File: src/design/alu8080_pkg.sv
`timescale 1ns / 1ps
// ----------------------------------------------------------------------------
// alu8080_pkg
// Operation codes, field widths and helpers for the 8080 ALU with flags.
// ----------------------------------------------------------------------------
package alu8080_pkg;

  localparam int MODE_W  = 4;
  localparam int BYTE_W  = 8;
  localparam int NIB_W   = 4;
  localparam int IN_TDATA_W  = 24;
  localparam int OUT_TDATA_W = 16;

  // operation codes
  localparam logic [MODE_W-1:0] OP_ADD = 4'd0;
  localparam logic [MODE_W-1:0] OP_ADC = 4'd1;
  localparam logic [MODE_W-1:0] OP_SUB = 4'd2;
  localparam logic [MODE_W-1:0] OP_SBB = 4'd3;
  localparam logic [MODE_W-1:0] OP_ANA = 4'd4;
  localparam logic [MODE_W-1:0] OP_XRA = 4'd5;
  localparam logic [MODE_W-1:0] OP_ORA = 4'd6;
  localparam logic [MODE_W-1:0] OP_CMP = 4'd7;
  localparam logic [MODE_W-1:0] OP_INR = 4'd8;
  localparam logic [MODE_W-1:0] OP_DCR = 4'd9;
  localparam logic [MODE_W-1:0] OP_RLC = 4'd10;
  localparam logic [MODE_W-1:0] OP_RRC = 4'd11;
  localparam logic [MODE_W-1:0] OP_RAR = 4'd12;
  localparam logic [MODE_W-1:0] OP_CMA = 4'd13;
  localparam logic [MODE_W-1:0] OP_STC = 4'd14;

  // the five condition flags
  typedef struct packed {
    logic aux;
    logic parity;
    logic sign;
    logic zero;
    logic carry;
  } flags_t;

  // one for even parity of the byte
  function automatic logic even_parity(input logic [BYTE_W-1:0] v);
    return ~(^v);
  endfunction

endpackage

File: src/design/cpu8080_alu_with_flags.sv
`timescale 1ns / 1ps
// ----------------------------------------------------------------------------
// cpu8080_alu_with_flags
// 8080 ALU: arithmetic, logical, rotate, complement and set-carry operations
// on a byte with the five condition flags, one item per cycle while the output is not stalled.
// ----------------------------------------------------------------------------
// channel | dir | tdata                                   | tuser
// s_*     | in  | acc_in, operand, carry, zero, sign,     | mode
//         |     | parity, aux                             |
// m_*     | out | result, carry, zero, sign, parity, aux  | -
//
// An item is registered on acceptance, worked out in the next stage and held
// in the result register; one item per cycle unless m_tready stalls the output.
// rst clears both stage valid bits; payload registers are not reset.
// A stall on m_tready holds the result register and then the input register;
// s_tready drops only when both are full and the output is stalled.
// ----------------------------------------------------------------------------
module cpu8080_alu_with_flags (
  input  logic                                 clk,
  input  logic                                 rst,
  input  logic                                 s_tvalid,
  output logic                                 s_tready,
  // acc_in[7:0], operand[15:8], carry_in[16], zero_in[17], sign_in[18],
  // parity_in[19], aux_in[20], zero pad[23:21]
  input  logic [alu8080_pkg::IN_TDATA_W-1:0]   s_tdata,
  // mode[3:0]
  input  logic [alu8080_pkg::MODE_W-1:0]       s_tuser,
  output logic                                 m_tvalid,
  input  logic                                 m_tready,
  // result[7:0], carry_out[8], zero_out[9], sign_out[10], parity_out[11],
  // aux_out[12], zero pad[15:13]
  output logic [alu8080_pkg::OUT_TDATA_W-1:0]  m_tdata
);
  import alu8080_pkg::*;

  // input stage
  logic              in_valid;
  logic [MODE_W-1:0] mode;
  logic [BYTE_W-1:0] acc;
  logic [BYTE_W-1:0] opnd;
  flags_t            flags;

  // result stage
  logic              out_valid;
  logic [BYTE_W-1:0] res;
  flags_t            res_flags;

  logic              out_free;
  logic              advance;

  // datapath nets
  logic              sub_op;
  logic              cin;
  logic [BYTE_W-1:0] b_eff;
  logic [BYTE_W:0]   sum;
  logic [NIB_W:0]    nib_sum;
  logic [BYTE_W-1:0] inc_val;
  logic [BYTE_W-1:0] dec_val;
  logic [BYTE_W-1:0] res_next;
  flags_t            flags_next;

  // handshake
  assign out_free = !out_valid || m_tready;
  assign advance  = in_valid && out_free;
  assign s_tready = !in_valid || out_free;
  assign m_tvalid = out_valid;
  assign m_tdata  = {3'b000, res_flags.aux, res_flags.parity, res_flags.sign,
                     res_flags.zero, res_flags.carry, res};

  // input register
  always_ff @(posedge clk) begin
    if (rst) begin
      in_valid <= 1'b0;
    end else if (s_tready) begin
      in_valid <= s_tvalid;
    end
    if (s_tvalid && s_tready) begin
      acc          <= s_tdata[7:0];
      opnd         <= s_tdata[15:8];
      flags.carry  <= s_tdata[16];
      flags.zero   <= s_tdata[17];
      flags.sign   <= s_tdata[18];
      flags.parity <= s_tdata[19];
      flags.aux    <= s_tdata[20];
      mode         <= s_tuser;
    end
  end

  // shared adder: subtraction adds the complement with inverted borrow
  assign sub_op  = (mode == OP_SUB) || (mode == OP_SBB) || (mode == OP_CMP);
  assign b_eff   = sub_op ? ~opnd : opnd;
  assign cin     = ((mode == OP_ADC) || (mode == OP_SBB)) ? (flags.carry ^ sub_op)
                                                          : sub_op;
  assign sum     = {1'b0, acc} + {1'b0, b_eff} + {{BYTE_W{1'b0}}, cin};
  assign nib_sum = {1'b0, acc[NIB_W-1:0]} + {1'b0, b_eff[NIB_W-1:0]}
                 + {{NIB_W{1'b0}}, cin};
  assign inc_val = acc + 8'd1;
  assign dec_val = acc - 8'd1;

  // operation select and flag update
  always_comb begin
    res_next   = acc;
    flags_next = flags;
    unique case (mode)
      OP_ADD, OP_ADC: begin
        res_next         = sum[BYTE_W-1:0];
        flags_next.carry = sum[BYTE_W];
        flags_next.aux   = nib_sum[NIB_W];
      end
      OP_SUB, OP_SBB, OP_CMP: begin
        res_next         = (mode == OP_CMP) ? acc : sum[BYTE_W-1:0];
        flags_next.carry = ~sum[BYTE_W];
        flags_next.aux   = nib_sum[NIB_W];
      end
      OP_ANA, OP_XRA, OP_ORA: begin
        res_next         = (mode == OP_ANA) ? (acc & opnd)
                         : (mode == OP_XRA) ? (acc ^ opnd) : (acc | opnd);
        flags_next.carry = 1'b0;
        flags_next.aux   = 1'b0;
      end
      OP_INR: begin
        res_next       = inc_val;
        flags_next.aux = (acc[NIB_W-1:0] == 4'hf);
      end
      OP_DCR: begin
        res_next       = dec_val;
        flags_next.aux = (acc[NIB_W-1:0] != 4'h0);
      end
      OP_RLC: begin
        res_next         = {acc[6:0], acc[7]};
        flags_next.carry = acc[7];
      end
      OP_RRC: begin
        res_next         = {acc[0], acc[7:1]};
        flags_next.carry = acc[0];
      end
      OP_RAR: begin
        res_next         = {flags.carry, acc[7:1]};
        flags_next.carry = acc[0];
      end
      OP_CMA: begin
        res_next = ~acc;
      end
      OP_STC: begin
        flags_next.carry = 1'b1;
      end
      default: begin
        // unused code: pass everything through
        res_next   = acc;
        flags_next = flags;
      end
    endcase
    // zero, sign and parity follow the adder or the result byte; other modes keep them
    if (sub_op) begin
      flags_next.zero   = (sum[BYTE_W-1:0] == 8'h00);
      flags_next.sign   = sum[BYTE_W-1];
      flags_next.parity = even_parity(sum[BYTE_W-1:0]);
    end else if ((mode == OP_ADD) || (mode == OP_ADC) || (mode == OP_ANA) ||
                 (mode == OP_XRA) || (mode == OP_ORA) || (mode == OP_INR) ||
                 (mode == OP_DCR)) begin
      flags_next.zero   = (res_next == 8'h00);
      flags_next.sign   = res_next[BYTE_W-1];
      flags_next.parity = even_parity(res_next);
    end
  end

  // result register
  always_ff @(posedge clk) begin
    if (rst) begin
      out_valid <= 1'b0;
    end else if (out_free) begin
      out_valid <= in_valid;
    end
    if (advance) begin
      res       <= res_next;
      res_flags <= flags_next;
    end
  end

endmodule
File: config.mk
export PLATFORM = sky130hd
export DESIGN_NAME = cpu8080_alu_with_flags
export DESIGN_NICKNAME = d
export VERILOG_FILES = /design/src/design/alu8080_pkg.sv /design/src/design/cpu8080_alu_with_flags.sv
export SDC_FILE = /design/constraint.sdc
export NUM_CORES = 1
export LEC_CHECK = 0
export BUFFER_PORTS_ARGS = -buffer_cell sky130_fd_sc_hd__buf_2
export CAP_MARGIN = 20
export CORE_MARGIN = 2
export CORE_UTILIZATION = 45
export CTS_CLUSTER_SIZE = 25
export DETAILED_ROUTE_END_ITERATION = 7
export PLACE_DENSITY = 0.7
export SYNTH_ARGS = -nofsm -noshare
export SYNTH_HDL_FRONTEND = slang
export SYNTH_SLANG_ARGS = --single-unit
File: constraint.sdc
create_clock -name clk -period 6.7 [get_ports clk]
set_input_delay 0 -clock clk [delete_from_list [all_inputs] [get_ports clk]]
set_output_delay 0 -clock clk [all_outputs]
set_load 0.02 [all_outputs]
Word level (Yosys, flattened, before mapping)
Cells that the tools add are included.
- input bits: 32
- flip-flop bits (word level): 40
- output and inout port bits: 18
- add/sub/neg operators: 6
- bitwise logic cells: 9
- multiplexer cells: 10
- equal/unequal tests: 15
- reductions and logical operators: 26
- operator list (kind ; count):
    8-bit one-hot mux with 9 select lines ; 1
    4-bit equality test (second input constant) ; 8
    8-bit 2-to-1 mux ; 4
    4-bit by 3-bit equality test with 1-bit output (second input constant) ; 4
    8-bit zero test ; 2
    8-bit inverter ; 2
    8-bit parity ; 2
    1-bit logical OR ; 11
    8-bit by 8-bit adder with 9-bit output ; 1
    9-bit by 1-bit adder with 9-bit output ; 1
    8-bit by 1-bit adder with 8-bit output (second input constant) ; 1
    8-bit bitwise AND ; 1
    4-bit by 2-bit equality test with 1-bit output (second input constant) ; 2
    8-bit OR ; 1
    8-bit by 1-bit subtractor with 8-bit output (second input constant) ; 1
    8-bit XOR ; 1
    3-bit 2-to-1 mux ; 2
    1-bit one-hot mux with 6 select lines ; 1
    3-bit OR reduction ; 2
    4-bit by 4-bit adder with 5-bit output ; 1
    5-bit by 1-bit adder with 5-bit output ; 1
    5-bit OR reduction ; 1
    4-bit by 1-bit equality test with 1-bit output (second input constant) ; 1
    4-bit zero test ; 1
    8 further kinds ; 13

Logic depth before layout (Yosys ltp)
Gate-level depths: netlist of run 1.
- word-level depth: 12
- mapped depth: 21
- depth with buffers taken out: 19

Worst setup path before layout of run 1
No wires, ideal clock.
- path kind: flip-flop to flip-flop
- from: register mode[1]
- to: register res_flags, in the netlist m_tdata[11] (data pin)
- clock period less this slack: 4.264 ns
- stages on the path, launching flop included: 20
- arrival: 3.999 ns
- slack: 2.436 ns
- required time: 6.435 ns
- path buffers: 4
- cell sequence: edfxtp_1 buf_6 buf_4 buf_2 nand3_1 buf_2 xnor2_1 fa_1 fa_1 a21o_1 a21oi_2 xor2_1 or3_1 and4_1 ha_1 xor2_1 xnor2_1 nor2_1 a21oi_1 a21oi_1
- RTL lines (what ; line ; source):
    start, declared ; cpu8080_alu_with_flags.sv:38 ; logic [MODE_W-1:0] mode;
    start signal, assigned ; cpu8080_alu_with_flags.sv:85 ; mode <= s_tuser;
    end signal, assigned ; cpu8080_alu_with_flags.sv:176 ; res_flags <= flags_next;
    end, declared ; cpu8080_alu_with_flags.sv:46 ; flags_t res_flags;

==> results of run 1 <==
## registers in the layout, indices dropped and copies added, names as in the netlist
signal,flops
flags,5
in_valid,1
opnd,8
m_tvalid,1
m_tdata,5
res,8
acc,8
mode,4
## cell usage in the layout (no fill, tap or decap), drive strengths merged, types with 3 or more instances in the layout
cell type	Yosys	routed
a211oi	8	8
a21oi	22	22
o21a	5	5
nor2b	6	6
nor2	29	29
a211o	3	3
ha	38	38
nor3	8	8
xor2	6	6
buf	20	50
a221o	3	3
a21o	6	6
nand4	3	3
nand2	31	31
a31oi	3	3
a221oi	3	3
nand3	5	5
dlygate4sd3	0	27
o211ai	6	6
conb	1	3
o22ai	10	10
and2	4	4
edfxtp	38	38
nand2b	3	3
clkbuf	4	6
inv	27	28
fa	3	3
o21ai	25	25
a22oi	10	10
xnor2	20	20
## worst min-delay path by stage
stage                                  endpoint  slack [ns]  depth (start not counted)
final                     m_tvalid$_SDFFE_PP0P_       0.007                          4
after global routing      m_tvalid$_SDFFE_PP0P_        0.04                          4
after CTS                 m_tvalid$_SDFFE_PP0P_        0.01                          4
after detailed placement  in_valid$_SDFFE_PP0N_        0.18                          2
after global placement    m_tvalid$_SDFFE_PP0P_        0.17                          2
after floorplan           in_valid$_SDFFE_PP0N_        0.07                          1
## metrics by stage
| stage | power [W] | area [um^2] |
|---|---|---|
| after floorplan | 0.0005448 | 3490 |
| after global placement | 0.0006023 | 3721 |
| after detailed placement | 0.0006102 | 3721 |
| after CTS | 0.0007976 | 4088 |
| after global routing | 0.0008478 | 4128 |
| final | 0.0007989 | 4128 |
## layout make-up
| class | count | area share |
|---|---|---|
| clock inverter | 2 | 0.003334 |
| tap | 102 | 0.03092 |
| timing repair buffer | 77 | 0.1346 |
| multi-input combinational | 289 | 0.5005 |
| sequential | 40 | 0.2861 |
| inverter | 27 | 0.02455 |
| clock buffer | 6 | 0.02001 |
## report_power, final
| group | internal (W) | switching [W] |
|---|---|---|
| sequential | 0.000296 | 0.0000175 |
| clock | 0.0000843 | 0.0000900 |
| combinational | 0.000141 | 0.000170 |
| total | 0.000522 | 0.000277 |
## worst min-delay path, delay by kind of cell
family / cells / cell delay (ns)
buf+inv: 1 / 0.07
simple gates: 3 / 0.19
## cell families after synthesis
| logic type | Yosys count | synth area share |
|---|---|---|
| buffers and inverters | 51 | 0.06971 |
| flip-flops | 40 | 0.3392 |
| other | 1 | 0.001077 |
| AND/OR/NAND/NOR | 97 | 0.1330 |
| AO/OA/AOI/OAI | 120 | 0.2321 |
| multiplexers | 2 | 0.005749 |
| XOR/XNOR | 26 | 0.06540 |
| adder cells (fa/ha/maj) | 41 | 0.1538 |
## per-layer routing
metal  vias up  wire length, um  GRT usage
met2       183             4210     0.3585
met1      1486             3630     0.2755
li1       1517                -          -
met3        32              678    0.02876
met5         -                0          0
met4         0              245    0.09080
==> metrics, run 1 <==
result of the run=completed; hold-fix buffers at CTS=27; cell taking the most area after synthesis=sky130_fd_sc_hd__edfxtp_1; gr usage total=0.2132; Slew HR=0.4102; number of core rows=32; Register Area=between 0.001 and 0.0015 mm^2; worst setup path endpoint=m_tdata[11]$_DFFE_PP_; level count of the clock H-tree=2; Root Driver=sky130_fd_sc_hd__clkbuf_8; top cells by count, synth=sky130_fd_sc_hd__edfxtp_1, sky130_fd_sc_hd__ha_1, sky130_fd_sc_hd__nand2_1; clock insertion delay at the later pin of the skew report=0.29 ns; largest stage delay on the critical path=0.93 ns; violation count after the first detailed-route iteration=366; cell count after placement=505; placeable core area=0.007607 mm^2; hold_sp=m_tready; register area share after synthesis=0.3392; average instance area after synthesis=just over 9 um^2; unrepaired setup endpoints after global routing=false; initial antenna violation count=0; routability congestion estimate=0.9469; Via Count=3218; Crit path buffers/inverters=0; count of mapped cells out of synthesis=378; power density over cell area=~190 mW/mm^2; Worst IR Drop VDD=about 0.086 mV; required time reported for the critical path endpoint=6.74 ns; Setup Skew=0.003354 ns; initial standard-cell utilization of the core=0.4577; cell family with most CP delay=adder cells; Die Height=91.97 um; ratio of cells with drive above 1 in the final layout=0.1429; synth top area cells=sky130_fd_sc_hd__edfxtp_1, sky130_fd_sc_hd__ha_1, sky130_fd_sc_hd__xnor2_1; number of storage elements in the synthesis netlist=40; Avg Vias per Cell=5.926; launch point of the worst path=mode[0]$_DFFE_PP_; Max Cap Viol=0; Die Outline Area=roughly 0.0085 mm^2; setup slack after layout=about 1.8 ns; global route total overflow=0; max frequency=between 200 and 250 MHz; part of the cycle the worst path needs=0.7265; Hold Vio Cnt, Final=0; first-pass GRT wire length=14280 um; Residual DRC=0; post-place setup slack=1.819 ns; Crit Reg-Reg Endpoint=m_tdata[11]$_DFFE_PP_; vias in the first global route=roughly 3000; Clock Sinks=40; Post-synth EDFFs=38; number of buffers added on ports=43; top cell type's share of synthesized area=0.3277; max-slew violations=0; Num CTS Buffers=5; final design utilization=0.5426; launching point of the worst reg2reg path=mode[0]$_DFFE_PP_; per-cell routed wire length=16.14 um; async set-reset flop share out of synthesis=0; aggregate negative setup slack=0 ns; synthesis warning total=0; post-detailed-routing wire length=8764 um; clock tree from TritonCTS=yes; Final min period=4.868 ns; largest net degree at the start of global routing=38; arrival time of data at the critical path endpoint=4.91 ns; critical path fanouts, max=27; Antenna diodes=0; transition at the pin with the smallest max-transition slack=0.8847 ns; Fill cells=just over 700; class of the tightest hold or removal check=in -> reg; Non-Filler Instances=543; endpoint type of the worst setup path=register; number of resized instances in the post-cts repair step=0; count of different cell masters after synthesis=57; final setup violating endpoints=0; Synth Flop Type=sky130_fd_sc_hd__edfxtp_1; register-to-register setup slack=1.83 ns; critical path depth in cells=16; class of the most critical setup path=reg -> reg; worst reg2reg path depth=16; Worst Setup Start Kind=register; clock-pin transition on the worst setup and hold timing paths=0.08 ns; Die Wd=approximately 92 um; boundary pin count=50; cell chain of the critical path=nand2b_1 > nand3_1 > xnor2_1 > fa_1 > fa_1 > a21o_1 > a21oi_2 > xor2_1 > or3_1 > and4_1 > ha_1 > xor2_1 > xnor2_1 > nor2_1 > a21oi_1 > a21oi_1; maximum buffer depth of the clock tree=2; setup bufs post-CTS=0; worst hold margin=between 0.007 and 0.008 ns; Area growth syn-to-layout=18.54%; Final nets=513; multi-input logic area=slightly above 0.002 mm^2; antenna-violating nets left=0; Critical-path top delay cell=sky130_fd_sc_hd__edfxtp_1; leakage=1.762 nW; HPWL Detailed=about 6300 um; iteration count of the initial detailed-routing pass=5; cell area after technology mapping=0.003482 mm^2
(Power assumes the default switching activity.)
==> run 2, diff against run 1 <==
--- a/config.mk
+++ b/config.mk
@@ -5,13 +5,14 @@
 export SDC_FILE = /design/constraint.sdc
 export NUM_CORES = 1
 export LEC_CHECK = 0
+export ABC_AREA = 1
 export BUFFER_PORTS_ARGS = -buffer_cell sky130_fd_sc_hd__buf_2
 export CAP_MARGIN = 20
 export CORE_MARGIN = 2
 export CORE_UTILIZATION = 45
 export CTS_CLUSTER_SIZE = 25
 export DETAILED_ROUTE_END_ITERATION = 7
-export PLACE_DENSITY = 0.7
+export PLACE_DENSITY = 0.71
 export SYNTH_ARGS = -nofsm -noshare
 export SYNTH_HDL_FRONTEND = slang
 export SYNTH_SLANG_ARGS = --single-unit
==> constraint.sdc (replaced) <==
create_clock -name clk -period 5 [get_ports clk]
set_input_delay 0 -clock clk [delete_from_list [all_inputs] [get_ports clk]]
set_output_delay 0 -clock clk [all_outputs]
set_load 0.02 [all_outputs]
==> metrics, run 2 <==
result of the run=completed; antenna-violating nets left=0; required time reported for the critical path endpoint=5.05 ns; count of mapped cells out of synthesis=401; metal3 WL=352 um; HPWL Detailed=6148 um; total met2 wirelength after detailed routing=3826 um; Synth Flop Type=sky130_fd_sc_hd__edfxtp_1; hold depth=4; post-detailed-routing wire length=8001 um; max frequency=226.8 MHz; Register Area=approximately 0.0012 mm^2; boundary pin count=50; vias in the first global route=2717; Residual DRC=0; placeable core area=0.007176 mm^2; Root Driver=sky130_fd_sc_hd__clkbuf_8; clock tree from TritonCTS=yes; Clock Sinks=40; most common cell after layout, fill and taps aside=sky130_fd_sc_hd__inv_1; global route total overflow=0; Final min period=4.408 ns; setup slack after layout=0.5918 ns; multi-input logic area=0.001782 mm^2; Die Outline Area=0.008004 mm^2; ratio of cells with drive above 1 in the final layout=0.1649; count of different cell masters after synthesis=35; cell area after technology mapping=0.003287 mm^2; aggregate negative setup slack=0 ns; Die Wd=around 89 um; highest routing layer actually used=met4; launching point of the worst reg2reg path=mode[0]$_DFFE_PP_; synth top area cells=sky130_fd_sc_hd__edfxtp_1, sky130_fd_sc_hd__ha_1, sky130_fd_sc_hd__inv_1; cell taking the most area after synthesis=sky130_fd_sc_hd__edfxtp_1; Via Count=2932; number of buffers added on ports=43; top cells by count, synth=sky130_fd_sc_hd__inv_1, sky130_fd_sc_hd__nand2_1, sky130_fd_sc_hd__edfxtp_1, sky130_fd_sc_hd__ha_1, sky130_fd_sc_hd__nor2_1; register-to-register setup slack=0.59 ns; hold endpoint=in_valid$_SDFFE_PP0N_; number of storage elements in the synthesis netlist=40; average instance area after synthesis=between 8 and 9 um^2; hold_sp=m_tready; setup bufs post-CTS=0; Max Cap Viol=0; Final nets=approximately 550; most used cells in the layout excluding fill and tap cells=sky130_fd_sc_hd__inv_1, sky130_fd_sc_hd__nand2_1, sky130_fd_sc_hd__buf_2; Hold Vio Cnt, Final=0; critical path fanouts, max=11; Die Height=89.47 um; class of the tightest hold or removal check=in -> reg; Area growth syn-to-layout=21.05%; arrival time of data at the critical path endpoint=4.46 ns; post-place setup slack=0.6141 ns; synthesis warning total=0; Worst Setup Start Kind=register; Num CTS Buffers=5; maximum buffer depth of the clock tree=2; M1 WL=3563 um; first-pass GRT wire length=12820 um; Post-synth EDFFs=38; number of core rows=31; initial antenna violation count=0; Avg Vias per Cell=5.073; Fill cells=664; Setup Skew=about 0.0082 ns; Crit Reg-Reg Endpoint=m_tdata[11]$_DFFE_PP_; clock-pin transition on the worst setup and hold timing paths=0.08 ns; violation count after the first detailed-route iteration=217; power density over cell area=255.0 mW/mm^2; final setup violating endpoints=0; async set-reset flop share out of synthesis=0; worst reg2reg path depth=19; max-slew violations=0; class of the most critical setup path=reg -> reg; leakage=1.912 nW; number of resized instances in the post-cts repair step=0; per-cell routed wire length=about 14 um; most frequently used cell type in the post-synthesis netlist=sky130_fd_sc_hd__inv_1; largest net degree at the start of global routing=26; Slew HR=0.3961; part of the cycle the worst path needs=0.8816; iteration count of the initial detailed-routing pass=4; Antenna diodes=0; unrepaired setup endpoints after global routing=false; register area share after synthesis=0.3593; initial standard-cell utilization of the core=0.4581; endpoint type of the worst setup path=register; transition at the pin with the smallest max-transition slack=about 0.90 ns; clock insertion delay at the later pin of the skew report=0.30 ns; level count of the clock H-tree=2; top cell type's share of synthesized area=0.3472; gr usage total=0.2136; largest registers=acc (8), opnd (8), res (8); Worst IR Drop VDD=0.1542 mV; routability congestion estimate=0.9147
[run 2: changes by cell type after synthesis, sizes merged, moves of 6 or more]
cell | previous run | this run
nor2b | 6 | 0
nor3 | 8 | 1
inv | 27 | 77
nand2 | 31 | 69
a22oi | 10 | 0
xnor2 | 20 | 8
nor2 | 29 | 39
a211oi | 8 | 2
a21o | 6 | 0
nand3 | 5 | 26
buf | 20 | 6
[run 2: worst max-delay path, stage by stage, from the launching register on]
cell                       delay (ns)
sky130_fd_sc_hd__edfxtp_1        0.52
sky130_fd_sc_hd__nand2_1         0.19
sky130_fd_sc_hd__nor2_2          0.10
sky130_fd_sc_hd__nor2_2          0.25
sky130_fd_sc_hd__buf_4           0.25
sky130_fd_sc_hd__inv_1           0.09
sky130_fd_sc_hd__nand2_1         0.06
sky130_fd_sc_hd__o21ai_0         0.14
sky130_fd_sc_hd__fa_1            0.44
sky130_fd_sc_hd__fa_1            0.43
sky130_fd_sc_hd__xnor2_1         0.25
sky130_fd_sc_hd__nor2_1          0.09
sky130_fd_sc_hd__a211oi_1        0.25
sky130_fd_sc_hd__o211ai_1        0.14
sky130_fd_sc_hd__a21oi_2         0.23
sky130_fd_sc_hd__ha_1            0.28
sky130_fd_sc_hd__xnor2_1         0.17
sky130_fd_sc_hd__xnor2_1         0.11
sky130_fd_sc_hd__nor2_1          0.09
sky130_fd_sc_hd__o22ai_1         0.07
[run 2: cell families after synthesis]
family                     Yosys count  share of synthesized area
AOI/OAI and AO/OA                   71                     0.1264
xor gates and xnor gates            19                    0.05063
adders and majority gates           41                     0.1629
buffers and inverters               83                     0.1009
DFF                                 40                     0.3593
other                                1                   0.001141
and+or+nand+nor                    146                     0.1987
[run 2: worst max path at each step]
| stage | depth (start not counted) | from | slack, ns | to |
|---|---|---|---|---|
| 2_1_floorplan | 19 | mode[2]$_DFFE_PP_ | 1.16 | m_tdata[11]$_DFFE_PP_ |
| 3_3_place_gp | 19 | mode[1]$_DFFE_PP_ | 0.73 | m_tdata[11]$_DFFE_PP_ |
| 3_5_place_dp | 19 | mode[0]$_DFFE_PP_ | 0.61 | m_tdata[11]$_DFFE_PP_ |
| 4_1_cts | 19 | mode[1]$_DFFE_PP_ | 0.59 | m_tdata[11]$_DFFE_PP_ |
| 5_1_grt | 19 | mode[1]$_DFFE_PP_ | 0.35 | m_tdata[11]$_DFFE_PP_ |
| 6_report | 19 | mode[0]$_DFFE_PP_ | 0.59 | m_tdata[11]$_DFFE_PP_ |
[run 2: what timing repair did]
item	4_1_cts	5_1_grt
endpoints found under the hold margin	27	0
endpoints found under the setup margin	0	0
hold buffers	28	0
[run 2: cell type report]
cell class,count,share of cell area
Clock buffer,6,0.01824
Clock inverter,2,0.003145
Inverter,77,0.07264
Multi-Input combinational cell,280,0.4478
Sequential cell,40,0.2969
Tap cell,99,0.03113
Timing Repair Buffer,74,0.1302
[run 2: through the flow]
stage	hold WS [ns]	utilization	power, W	cell area [um^2]	cells
after floorplan	0.06907	-	0.0006978	3294	403
after global placement	0.1756	0.5025	0.0007834	3606	541
after detailed placement	0.1781	0.5036	0.0007916	3613	542
after CTS	0.03245	0.5545	0.001022	3979	578
after global routing	0.07822	0.5545	0.001091	3979	578
final	0.03634	0.5545	0.001015	3979	578
[run 2: where the power goes]
part / switching, W / leakage, nW / internal, W
Combinational: 0.000221 / 1.49 / 0.000163
Sequential: 0.0000204 / 0.384 / 0.000398
Clock: 0.000115 / 0.0412 / 0.0000976
Total: 0.000356 / 1.91 / 0.000659
[run 2: layer usage]
| layer | track usage | up-vias |
|---|---|---|
| li1 | - | 1487 |
| met1 | 0.2751 | 1350 |
| met2 | 0.3556 | 78 |
| met3 | 0.02585 | 17 |
| met4 | 0.1031 | 0 |
| met5 | 0 | - |
